### config.mk
export PLATFORM = sky130hd
export DESIGN_NAME = timestamp_conflict_arbiter_top
export DESIGN_NICKNAME = d
export VERILOG_FILES = /design/src/sv/tca_pkg.sv /design/src/sv/timestamp_conflict_arbiter_top.sv /design/src/sv/tca_ram.sv
export VERILOG_INCLUDE_DIRS = /design/src /design/src/sv
export SDC_FILE = /design/constraint.sdc
export NUM_CORES = 1
export LEC_CHECK = 0
export BUFFER_PORTS_ARGS = -buffer_cell sky130_fd_sc_hd__buf_2
export CAP_MARGIN = 0
export CELL_PAD_IN_SITES_DETAIL_PLACEMENT = 1
export CELL_PAD_IN_SITES_GLOBAL_PLACEMENT = 2
export CORE_MARGIN = 5
export CORE_UTILIZATION = 43
export CTS_CLUSTER_SIZE = 40
export DETAILED_ROUTE_END_ITERATION = 7
export PLACE_DENSITY_LB_ADDON = 0.1
export SLEW_MARGIN = 20
export SYNTH_ARGS = -nofsm -noshare
export SYNTH_HDL_FRONTEND = slang
export SYNTH_HIERARCHICAL = 1
export SYNTH_SLANG_ARGS = --single-unit
### constraint.sdc
create_clock -name clk -period 4.35 [get_ports clk]
set_input_delay 0.2175 -clock clk [delete_from_list [all_inputs] [get_ports clk]]
set_output_delay 0.2175 -clock clk [all_outputs]
set_load 0.005 [all_outputs]
### src/sv/assert_macros.svh
// Assertion macros used by the top level of the timestamp conflict arbiter.
`ifndef ASSERT_MACROS_SVH
`define ASSERT_MACROS_SVH

// Clocked property that is switched off while reset is asserted.
`define ASSERT_CLK(label, clk, rst_n, prop) \
    label: assert property (@(posedge clk) disable iff (!rst_n) prop) \
        else $error("assertion failed in timestamp conflict arbiter");

// Clocked property that is checked through reset as well.
`define ASSERT_CLK_ALWAYS(label, clk, prop) \
    label: assert property (@(posedge clk) prop) \
        else $error("assertion failed in timestamp conflict arbiter");

`endif

### src/sv/tca_pkg.sv
// Types, sizes and request codes of the timestamp conflict arbiter.
package tca_pkg;

    localparam int NODE_COUNT     = 16;
    localparam int TIMESTAMP_BITS = 32;

    localparam int IDX_W      = (NODE_COUNT > 1) ? $clog2(NODE_COUNT) : 1;
    localparam int MASK_NODES = (NODE_COUNT < 16) ? NODE_COUNT : 16;
    localparam int MASK_W     = (MASK_NODES > 1) ? $clog2(MASK_NODES) : 1;

    localparam logic [7:0]  NODE_LIMIT = 8'(NODE_COUNT);
    localparam logic [15:0] NODE_BITS  =
        (NODE_COUNT >= 16) ? 16'hFFFF : 16'((32'd1 << NODE_COUNT) - 32'd1);

    localparam logic [1:0] REQ_SET      = 2'd0;
    localparam logic [1:0] REQ_CONFLICT = 2'd1;
    localparam logic [1:0] REQ_WAR      = 2'd2;

    typedef logic [TIMESTAMP_BITS-1:0] stamp_t;
    typedef logic [IDX_W-1:0]          node_idx_t;

    typedef struct packed {
        logic [1:0]  req_type;
        logic [3:0]  attacker_id;
        logic [3:0]  defender_id;
        logic [15:0] reader_mask;
        logic [31:0] start_time;
    } tca_in_t;

    typedef struct packed {
        logic        attacker_won;
        logic [15:0] abort_mask;
    } tca_out_t;

endpackage

### src/sv/timestamp_conflict_arbiter_top.sv
// Top level of the timestamp conflict arbiter: timestamp table and conflict sequencer.
//
//   Channel   Handshake                       Payload
//   request   request_valid / request_ready   request (tca_in_t)
//   result    result_valid / result_ready     result  (tca_out_t)
//
// A set goes from idle to finish; a conflict passes attacker wait, a sweep of
// the defender entry and finish; write-after-read sweeps MASK_NODES entries; the
// sweep reads one table entry per cycle through the single RAM read port.
// After reset every entry reads as zero through per-entry valid bits; no
// clearing pass is needed. A new request is taken while a result waits in
// the output register; a stalled result holds the sequencer in its last state.
module timestamp_conflict_arbiter_top (
    input  logic             clk,
    input  logic             rst_n,
    input  logic             request_valid,
    output logic             request_ready,
    input  tca_pkg::tca_in_t request,
    output logic             result_valid,
    input  logic             result_ready,
    output tca_pkg::tca_out_t result
);

    import tca_pkg::*;

    `include "assert_macros.svh"

    typedef enum logic [1:0] {
        ST_IDLE,
        ST_ATT_WAIT,
        ST_SWEEP,
        ST_FINISH
    } state_t;

    state_t                  state_reg, state_next;
    logic [1:0]              op_reg, op_next;
    node_idx_t               att_reg, att_next;
    node_idx_t               def_reg, def_next;
    logic [3:0]              att_id_reg, att_id_next;
    logic [3:0]              def_id_reg, def_id_next;
    logic [MASK_NODES-1:0]   readers_reg, readers_next;
    logic [15:0]             reader_bits_reg, reader_bits_next;
    stamp_t                  att_ts_reg, att_ts_next;
    node_idx_t               cur_reg, cur_next;
    logic                    hit_reg, hit_next;
    logic                    lost_reg, lost_next;
    logic                    won_reg, won_next;
    logic [15:0]             aborts_reg, aborts_next;
    logic [NODE_COUNT-1:0]   written_reg, written_next;
    logic                    result_valid_reg, result_valid_next;
    tca_out_t                result_reg, result_next;

    logic      ram_we;
    node_idx_t ram_waddr;
    stamp_t    ram_wdata;
    node_idx_t ram_raddr;
    stamp_t    ram_rdata;
    stamp_t    rd_ts;
    logic      beats;
    logic      accept;
    logic      slot_free;
    logic      att_ok;
    logic      def_ok;

    tca_ram #(
        .WIDTH (TIMESTAMP_BITS),
        .DEPTH (NODE_COUNT)
    ) u_table (
        .clk   (clk),
        .we    (ram_we),
        .waddr (ram_waddr),
        .wdata (ram_wdata),
        .raddr (ram_raddr),
        .rdata (ram_rdata)
    );

    assign request_ready = (state_reg == ST_IDLE);
    assign accept        = request_valid && request_ready;
    assign slot_free     = !result_valid_reg || result_ready;
    assign att_ok        = {4'd0, request.attacker_id} < NODE_LIMIT;
    assign def_ok        = {4'd0, request.defender_id} < NODE_LIMIT;

    assign rd_ts = hit_reg ? ram_rdata : '0;
    assign beats = (att_ts_reg < rd_ts) || ((att_ts_reg == rd_ts) && (att_reg < cur_reg));

    assign ram_we    = accept && (request.req_type == REQ_SET) && att_ok;
    assign ram_waddr = IDX_W'(request.attacker_id);
    assign ram_wdata = TIMESTAMP_BITS'(request.start_time);

    always_comb
    begin
        state_next        = state_reg;
        op_next           = op_reg;
        att_next          = att_reg;
        def_next          = def_reg;
        att_id_next       = att_id_reg;
        def_id_next       = def_id_reg;
        readers_next      = readers_reg;
        reader_bits_next  = reader_bits_reg;
        att_ts_next       = att_ts_reg;
        cur_next          = cur_reg;
        lost_next         = lost_reg;
        won_next          = won_reg;
        aborts_next       = aborts_reg;
        written_next      = written_reg;
        result_valid_next = result_valid_reg;
        result_next       = result_reg;
        ram_raddr         = cur_reg;

        if (result_valid_reg && result_ready)
        begin
            result_valid_next = 1'b0;
        end

        case (state_reg)
            ST_IDLE:
            begin
                ram_raddr = IDX_W'(request.attacker_id);
                if (accept)
                begin
                    op_next          = request.req_type;
                    att_next         = IDX_W'(request.attacker_id);
                    def_next         = IDX_W'(request.defender_id);
                    att_id_next      = request.attacker_id;
                    def_id_next      = request.defender_id;
                    readers_next     = request.reader_mask[MASK_NODES-1:0];
                    reader_bits_next = request.reader_mask & NODE_BITS;
                    lost_next        = 1'b0;
                    won_next         = 1'b0;
                    aborts_next      = '0;
                    cur_next         = IDX_W'(request.attacker_id);
                    state_next       = ST_FINISH;
                    if (ram_we)
                    begin
                        written_next[ram_waddr] = 1'b1;
                    end
                    if (att_ok && ((request.req_type == REQ_WAR) ||
                                   ((request.req_type == REQ_CONFLICT) && def_ok)))
                    begin
                        state_next = ST_ATT_WAIT;
                    end
                end
            end
            ST_ATT_WAIT:
            begin
                att_ts_next = rd_ts;
                if (op_reg == REQ_CONFLICT)
                begin
                    cur_next = def_reg;
                end
                else
                begin
                    cur_next = '0;
                end
                ram_raddr  = cur_next;
                state_next = ST_SWEEP;
            end
            ST_SWEEP:
            begin
                if (op_reg == REQ_CONFLICT)
                begin
                    won_next    = beats;
                    aborts_next = beats ? (16'd1 << def_id_reg) : '0;
                    state_next  = ST_FINISH;
                end
                else
                begin
                    if (readers_reg[cur_reg[MASK_W-1:0]] && (cur_reg != att_reg) && !beats)
                    begin
                        lost_next = 1'b1;
                    end
                    if (cur_reg == IDX_W'(MASK_NODES - 1))
                    begin
                        won_next    = !lost_next;
                        aborts_next = lost_next ? '0 :
                                      (reader_bits_reg & ~(16'd1 << att_id_reg));
                        state_next  = ST_FINISH;
                    end
                    else
                    begin
                        cur_next = cur_reg + 1'b1;
                    end
                end
                ram_raddr = cur_next;
            end
            ST_FINISH:
            begin
                if (slot_free)
                begin
                    result_valid_next        = 1'b1;
                    result_next.attacker_won = won_reg;
                    result_next.abort_mask   = aborts_reg;
                    state_next               = ST_IDLE;
                end
            end
            default:
            begin
                state_next = ST_IDLE;
            end
        endcase
        hit_next = written_next[ram_raddr];
    end

    always_ff @(posedge clk or negedge rst_n)
    begin
        if (!rst_n)
        begin
            state_reg        <= ST_IDLE;
            op_reg           <= REQ_SET;
            att_reg          <= '0;
            def_reg          <= '0;
            att_id_reg       <= '0;
            def_id_reg       <= '0;
            readers_reg      <= '0;
            reader_bits_reg  <= '0;
            att_ts_reg       <= '0;
            cur_reg          <= '0;
            hit_reg          <= 1'b0;
            lost_reg         <= 1'b0;
            won_reg          <= 1'b0;
            aborts_reg       <= '0;
            written_reg      <= '0;
            result_valid_reg <= 1'b0;
            result_reg       <= '0;
        end
        else
        begin
            state_reg        <= state_next;
            op_reg           <= op_next;
            att_reg          <= att_next;
            def_reg          <= def_next;
            att_id_reg       <= att_id_next;
            def_id_reg       <= def_id_next;
            readers_reg      <= readers_next;
            reader_bits_reg  <= reader_bits_next;
            att_ts_reg       <= att_ts_next;
            cur_reg          <= cur_next;
            hit_reg          <= hit_next;
            lost_reg         <= lost_next;
            won_reg          <= won_next;
            aborts_reg       <= aborts_next;
            written_reg      <= written_next;
            result_valid_reg <= result_valid_next;
            result_reg       <= result_next;
        end
    end

    assign result_valid = result_valid_reg;
    assign result       = result_reg;

    `ASSERT_CLK(a_lose_no_abort, clk, rst_n,
        result_valid && !result.attacker_won |-> result.abort_mask == 16'd0)
    `ASSERT_CLK(a_finish_loads, clk, rst_n,
        (state_reg == ST_FINISH) && slot_free |=> result_valid && (state_reg == ST_IDLE))
    `ASSERT_CLK(a_write_then_finish, clk, rst_n,
        ram_we |=> state_reg == ST_FINISH)
    `ASSERT_CLK(a_sweep_bound, clk, rst_n,
        (state_reg == ST_SWEEP) && (op_reg == REQ_WAR) |-> cur_reg <= IDX_W'(MASK_NODES - 1))

endmodule

### src/sv/tca_ram.sv
// Generic single-write, single-read RAM with a registered read port.
module tca_ram #(
    parameter int WIDTH = 32,
    parameter int DEPTH = 16
) (
    input  logic                     clk,
    input  logic                     we,
    input  logic [$clog2(DEPTH)-1:0] waddr,
    input  logic [WIDTH-1:0]         wdata,
    input  logic [$clog2(DEPTH)-1:0] raddr,
    output logic [WIDTH-1:0]         rdata
);

    logic [WIDTH-1:0] mem [DEPTH];
    logic [WIDTH-1:0] rdata_reg;

    always_ff @(posedge clk)
    begin
        if (we)
        begin
            mem[waddr] <= wdata;
        end
        rdata_reg <= mem[raddr];
    end

    assign rdata = rdata_reg;

endmodule
==> metrics.txt, run 1 <==
Avg Cell Area, Syn 17.4 sq um; Final min period 3.54 ns; largest net degree at the start of global routing 71; crit path cell chain ha_1 > nand3_1 > nand4b_1 > a31oi_1 > a211oi_4 > inv_8 > buf_12 > mux4_2 > a22oi_1 > nand2_1; clock sink count 661; Startpoint Class register; sequential area share after synthesis 71.4%; Initial Util 43.2%; die area 0.0667 sq mm; DIE WIDTH 258 microns; Pwr per Cell Area 734 mW/mm^2; Clock transition at path regs 0.06 ns; Setup TNS Final 0 ns; share of flip-flops with an asynchronous set or reset 17.7%; CTS Root Buffer Type clkbuf_16; WS Path Type reg2reg; Post-CTS Setup Inserts 0; TritonCTS clock tree done; top_reg_cell synth edfxtp_1; Yosys reg bits 661; Hold Path Class in2reg; GPL Wtd Cong 0.800; gr usage total 20.4%; Leak 11.0 nW; post-synthesis cell area 0.0265 sq mm; first-pass GRT wire length 102000 microns; Gate power share 37.6%; Final Slew Violations 0; drt wl/cell 26.6 microns; # port buffers 80; Fin. Hold Viols 0; share of total power in sequential cells 35.2%; reg2reg end u_table/rdata[22]; total CTS buffers 72; placed cell area 0.0281 sq mm; sw frac 34.1%; Mapped Cells 1524; Post-route DRC 0; share of cells above drive strength 1 25.5%; I/O pin count 81; power share of the clock group 27.2%; initial antenna violation count 0; crit-path max FO 48; Psw 7.80 mW; final setup fails 0; reg2reg start cur_reg[0]; via count 14.5k; row count 91; distinct cell type count after synthesis 68; dpl cells 2351; RSZ-0062 raised after global routing false; Reg2Reg Setup Slack 0.81 ns; Post-synth EDFFs 512; worst r2r path cells 10; global route overflow 0; TritonRoute pass-1 iters 5; DIE HEIGHT 258 microns; Slew headroom 42.8%; arrival time worst endpoint 4.03 ns; htree depth 3; commonest non-fill, non-tap cell in the layout edfxtp_1; status completed; highest-delay cell along the critical path dfrtp_1; Fillers 5653; Worst EP required 4.84 ns; max incr delay on CP 0.68 ns; final instance area 0.0311 sq mm; count of maximum capacitance violations 0; Int Pwr 15.0 mW; Mapped Nets 1629; Setup Skew 0.0242 ns; CP endpoint kind register; clk buf depth 3; max FFs per register 512; area grow syn2layout 17.4%; post-CTS sizing 0; flip-flop and latch area 0.0189 sq mm; Nets 1796; crit path buf inv count 2; DRT iter0 DRCs 867; CORE AREA 0.0614 sq mm; fin crit share 81.4%; commonest non-fill, non-tap cells in the layout 512 x edfxtp_1, 132 x nand2_1, 130 x mux4_2; worst-skew pair later-pin latency 0.61 ns; Detail Placement HPWL 36300 microns; Routed Antenna Nets 0; hold endpoint cur_reg[3]; Layout Cells excl Fill 2540; final WL 67500 microns; drt via density 5.70; Multi-input gate area 0.00712 sq mm; FMAX 0.282 GHz; Synth warnings 6; worst hold start request[55]; Slew @ Worst Pin 0.858 ns; vias in the first global route 15.6k; hold depth 3; antenna cell count 0; VDD IR-drop max 528 uV; family with the most delay on the worst path compound AO/OA/AOI/OAI gates
## cell usage after synthesis (7+ instances only)
cell type,number,area [sq um]
nand2_1,132,495
inv_1,50,188
edfxtp_1,512,15400
o21ai_2,10,87.6
nand2b_1,12,75.1
mux2_2,40,450
dfrtp_1,117,2930
buf_1,12,45.0
nor3_1,10,50.1
buf_2,13,65.1
a21o_1,24,180
mux2i_1,7,70.1
a21oi_1,13,65.1
nor2b_1,8,50.1
buf_4,10,75.1
dfxtp_1,32,641
ha_1,43,538
o21ai_0,73,365
nand4_1,10,62.6
nor2_1,27,101
a22oi_1,64,480
o211ai_1,12,90.1
mux4_2,130,2930
nand3_1,45,225
clkbuf_1,44,165
## worst register-to-register path, stage by stage (launching register included)
cell and delay (ns):
dfrtp_1 0.68, ha_1 0.31, nand3_1 0.15, nand4b_1 0.15, a31oi_1 0.13, a211oi_4 0.63, inv_8 0.25, buf_12 0.32
mux4_2 0.54, a22oi_1 0.21, nand2_1 0.07
## kinds of logic (layout without fill, tap and decap cells)
| kind of cell | Yosys count | after routing | synth area share, % |
|---|---|---|---|
| adder cells (fa/ha/maj) | 43 | 43 | 2.03 |
| AND/OR/NAND/NOR | 263 | 263 | 4.56 |
| XOR/XNOR | 4 | 4 | 0.132 |
| buffers and inverters | 134 | 360 | 2.22 |
| AO/OA/AOI/OAI | 239 | 239 | 6.30 |
| flip-flops | 661 | 661 | 71.4 |
| multiplexers | 180 | 180 | 13.3 |
## area by class of cell
class                      instances  share of cell area, %
clock buffer                     102                   6.48
clock inverter                    31                   1.31
inverter                          51                  0.647
multi-input combinational        729                   22.9
sequential                       661                   60.9
tap                              790                   3.18
timing repair buffer             176                   4.62
## power groups by stage
stage                     sequential (mW)  combinational [mW]  clock (mW)
after floorplan                      7.85                6.41           0
after global placement               8.18                8.55           0
after detailed placement             8.19                8.64           0
after CTS                            8.07                8.73        6.38
after global routing                 8.13                9.39        6.65
final                                8.05                8.59        6.20
## layer usage
layer,vias to the layer above,global-route usage (%),routed length [microns]
li1,6348,-,-
met1,7722,27.8,29200
met2,297,35.1,34200
met3,110,3.10,2640
met4,0,4.90,1480
met5,-,0,0
## how the worst max path moves through the flow
stage / start / end / slack, ns / depth (start not counted)
after floorplan: state_reg[0] / u_table/mem[0][0] / 0.05 / 7
after global placement: cur_reg[0] / u_table/rdata[15] / 0.83 / 10
after detailed placement: cur_reg[0] / u_table/rdata[20] / 0.76 / 10
after CTS: cur_reg[0] / u_table/rdata[14] / 0.75 / 10
after global routing: cur_reg[0] / u_table/rdata[22] / 0.52 / 10
final: cur_reg[0] / u_table/rdata[22] / 0.81 / 10
## through the flow
| step | power [mW] | worst slack (ns) | util, % | hold slack (ns) |
|---|---|---|---|---|
| 6_report | 22.8 | 0.808 | 50.7 | 0.0852 |
| 5_1_grt | 24.2 | 0.520 | 50.7 | 0.0814 |
| 4_1_cts | 23.2 | 0.747 | 50.7 | 0.0512 |
| 3_5_place_dp | 16.8 | 0.760 | 45.8 | 0.359 |
| 3_3_place_gp | 16.7 | 0.826 | 45.8 | 0.347 |
| 2_1_floorplan | 14.3 | 0.0522 | - | -0.0781 |
## timing repair
| item | CTS | global route |
|---|---|---|
| hold buffers | 56 | 0 |
| endpoints found under the setup margin | 0 | 0 |
| hold endpoints to repair | 570 | 0 |
Power figures use the tool's default switching activity.
==> run 2, diff against run 1 <==
CORE_UTILIZATION = 47   (was 43)
clock period = 3.7 ns   (was 4.35 ns; I/O delays follow)
==> metrics.txt, run 2 (synthesis results as in run 1) <==
status completed (unchanged); DIE WIDTH 248 microns (was 258 microns); highest-delay cell along the critical path a211oi_4 (was dfrtp_1); vias in the first global route 15.6k (about the same); CORE AREA 0.0562 sq mm (was 0.0614 sq mm); Gate power share 38.7% (was 37.6%); reg2reg start state_reg[1] (was cur_reg[0]); share of total power in sequential cells 34.8% (was 35.2%); hold endpoint written_reg[4] (was cur_reg[3]); worst hold start request[54] (was request[55]); FMAX 0.310 GHz (was 0.282 GHz); Pwr Total 27.0 mW (was 22.8 mW); DIE HEIGHT 248 microns (was 258 microns); final setup fails 0 (unchanged); final worst slack 0.470 ns (was 0.808 ns); Hold Path Class in2reg (unchanged); Detail Placement HPWL 37600 microns (was 36300 microns); Fin. Hold Viols 0 (unchanged); VDD IR-drop max 564 uV (was 528 uV); final WL 67200 microns (was 67500 microns); Leak 11.1 nW (was 11.0 nW); Post-Place Worst Slack 0.408 ns (was 0.760 ns); share of cells above drive strength 1 26.6% (was 25.5%); RSZ-0062 raised after global routing false (unchanged); hold depth 2 (was 3); Startpoint Class register (unchanged); max incr delay on CP 0.61 ns (was 0.68 ns); TritonCTS clock tree done (unchanged); Psw 9.23 mW (was 7.80 mW); Int Pwr 17.8 mW (was 15.0 mW); die area 0.0613 sq mm (was 0.0667 sq mm); clock sink count 661 (unchanged); first-pass GRT wire length 100000 microns (was 102000 microns); sw frac 34.2% (was 34.1%); post-CTS sizing 0 (unchanged); I/O pin count 81 (unchanged); GPL Wtd Cong 0.855 (was 0.800); Pwr per Cell Area 862 mW/mm^2 (was 734 mW/mm^2); area grow syn2layout 18.1% (was 17.4%); power share of the clock group 26.4% (was 27.2%); initial antenna violation count 0 (unchanged); DRT iter0 DRCs 1045 (was 867); Slew headroom 39.6% (was 42.8%); commonest non-fill, non-tap cells in the layout 512 x edfxtp_1, 132 x nand2_1, 130 x mux4_2 (unchanged); antenna cell count 0 (unchanged); Worst EP required 4.19 ns (was 4.84 ns); Slew @ Worst Pin 0.906 ns (was 0.858 ns); total CTS buffers 72 (unchanged); Nets 1816 (was 1796); worst r2r path cells 8 (was 10); # port buffers 80 (unchanged); largest net degree at the start of global routing 63 (was 71); Initial Util 47.2% (was 43.2%); row count 87 (was 91); global route overflow 0 (unchanged); crit path buf inv count 2 (unchanged); crit-path max FO 29 (was 48); commonest non-fill, non-tap cell in the layout edfxtp_1 (unchanged); Routed Antenna Nets 0 (unchanged); max FFs per register 512 (unchanged); Setup Skew 0.0298 ns (was 0.0242 ns); drt via density 5.75 (was 5.70); Setup TNS Final 0 ns (unchanged); Clock transition at path regs 0.06 ns (about the same); CP endpoint kind register (unchanged); worst-skew pair later-pin latency 0.62 ns (was 0.61 ns); count of maximum capacitance violations 0 (unchanged); crit path cell chain ha_1 > a31oi_1 > a211oi_4 > inv_8 > buf_4 > mux4_2 > a22oi_1 > nand2_1 (was ha_1 > nand3_1 > nand4b_1 > a31oi_1 > a211oi_4 > inv_8 > buf_12 > mux4_2 > a22oi_1 > nand2_1); family with the most delay on the worst path compound AO/OA/AOI/OAI gates (unchanged); reg2reg end u_table/rdata[23] (was u_table/rdata[22]); htree depth 3 (unchanged); Final Slew Violations 0 (unchanged); Post-route DRC 0 (unchanged); gr usage total 22.2% (was 20.4%); drt wl/cell 26.6 microns (about the same); CTS Root Buffer Type clkbuf_16 (unchanged); WS Path Type reg2reg (unchanged); TritonRoute pass-1 iters 4 (was 5); clk buf depth 3 (unchanged); arrival time worst endpoint 3.72 ns (was 4.03 ns); Final min period 3.23 ns (was 3.54 ns); via count 14.5k (about the same); Reg2Reg Setup Slack 0.47 ns (was 0.81 ns); fin crit share 87.3% (was 81.4%)
## run 2: power groups by stage
stage | clock network [mW] | logic [mW] | registers (mW)
2_1_floorplan | 0 | 7.54 | 9.23
3_3_place_gp | 0 | 10.4 | 9.52
3_5_place_dp | 0 | 10.5 | 9.54
4_1_cts | 7.33 | 10.7 | 9.39
5_1_grt | 7.66 | 11.4 | 9.48
6_report | 7.14 | 10.5 | 9.40
## run 2: worst max path at each step
stage                 startpoint                end  depth (start not counted)
floorplan           state_reg[0]  u_table/mem[1][0]                          7
global placement         hit_reg            won_reg                         11
detailed placement  state_reg[0]  u_table/rdata[23]                          8
CTS                 state_reg[1]  u_table/rdata[23]                          8
global route        state_reg[1]  u_table/rdata[23]                          8
finish              state_reg[1]  u_table/rdata[23]                          8
## run 2: final cells by class
type / instances / area (sq um)
Fill cell: 5132 / 24800
Clock buffer: 92 / 1930
Sequential cell: 661 / 18900
Tap cell: 756 / 946
Timing Repair Buffer: 196 / 1730
Clock inverter: 39 / 430
Inverter: 51 / 201
Multi-Input combinational cell: 729 / 7150
## run 2: metal layers
metal | GRT usage, % | wire length (microns) | vias up
met5 | 0 | 0 | -
met4 | 5.87 | 1540 | 0
met3 | 3.32 | 2770 | 99
met2 | 38.8 | 34500 | 337
met1 | 29.5 | 28400 | 7701
li1 | - | - | 6378
## run 2: repair_timing
action                                 4_1_cts  5_1_grt
endpoints found under the hold margin      590        0
buffers inserted                             0        0
hold buffers                                56        0
## run 2: metrics by stage
stage          std cells  util (%)  hold WS (ns)  cell area [sq um]
6_report            2524      55.8        0.0479              31300
5_1_grt             2524      55.8        0.0435              31300
4_1_cts             2524      55.8       0.00774              31300
3_5_place_dp        2337      50.6         0.367              28400
3_3_place_gp        2337      50.6         0.379              28400
2_1_floorplan       1524         -        -0.111              26500
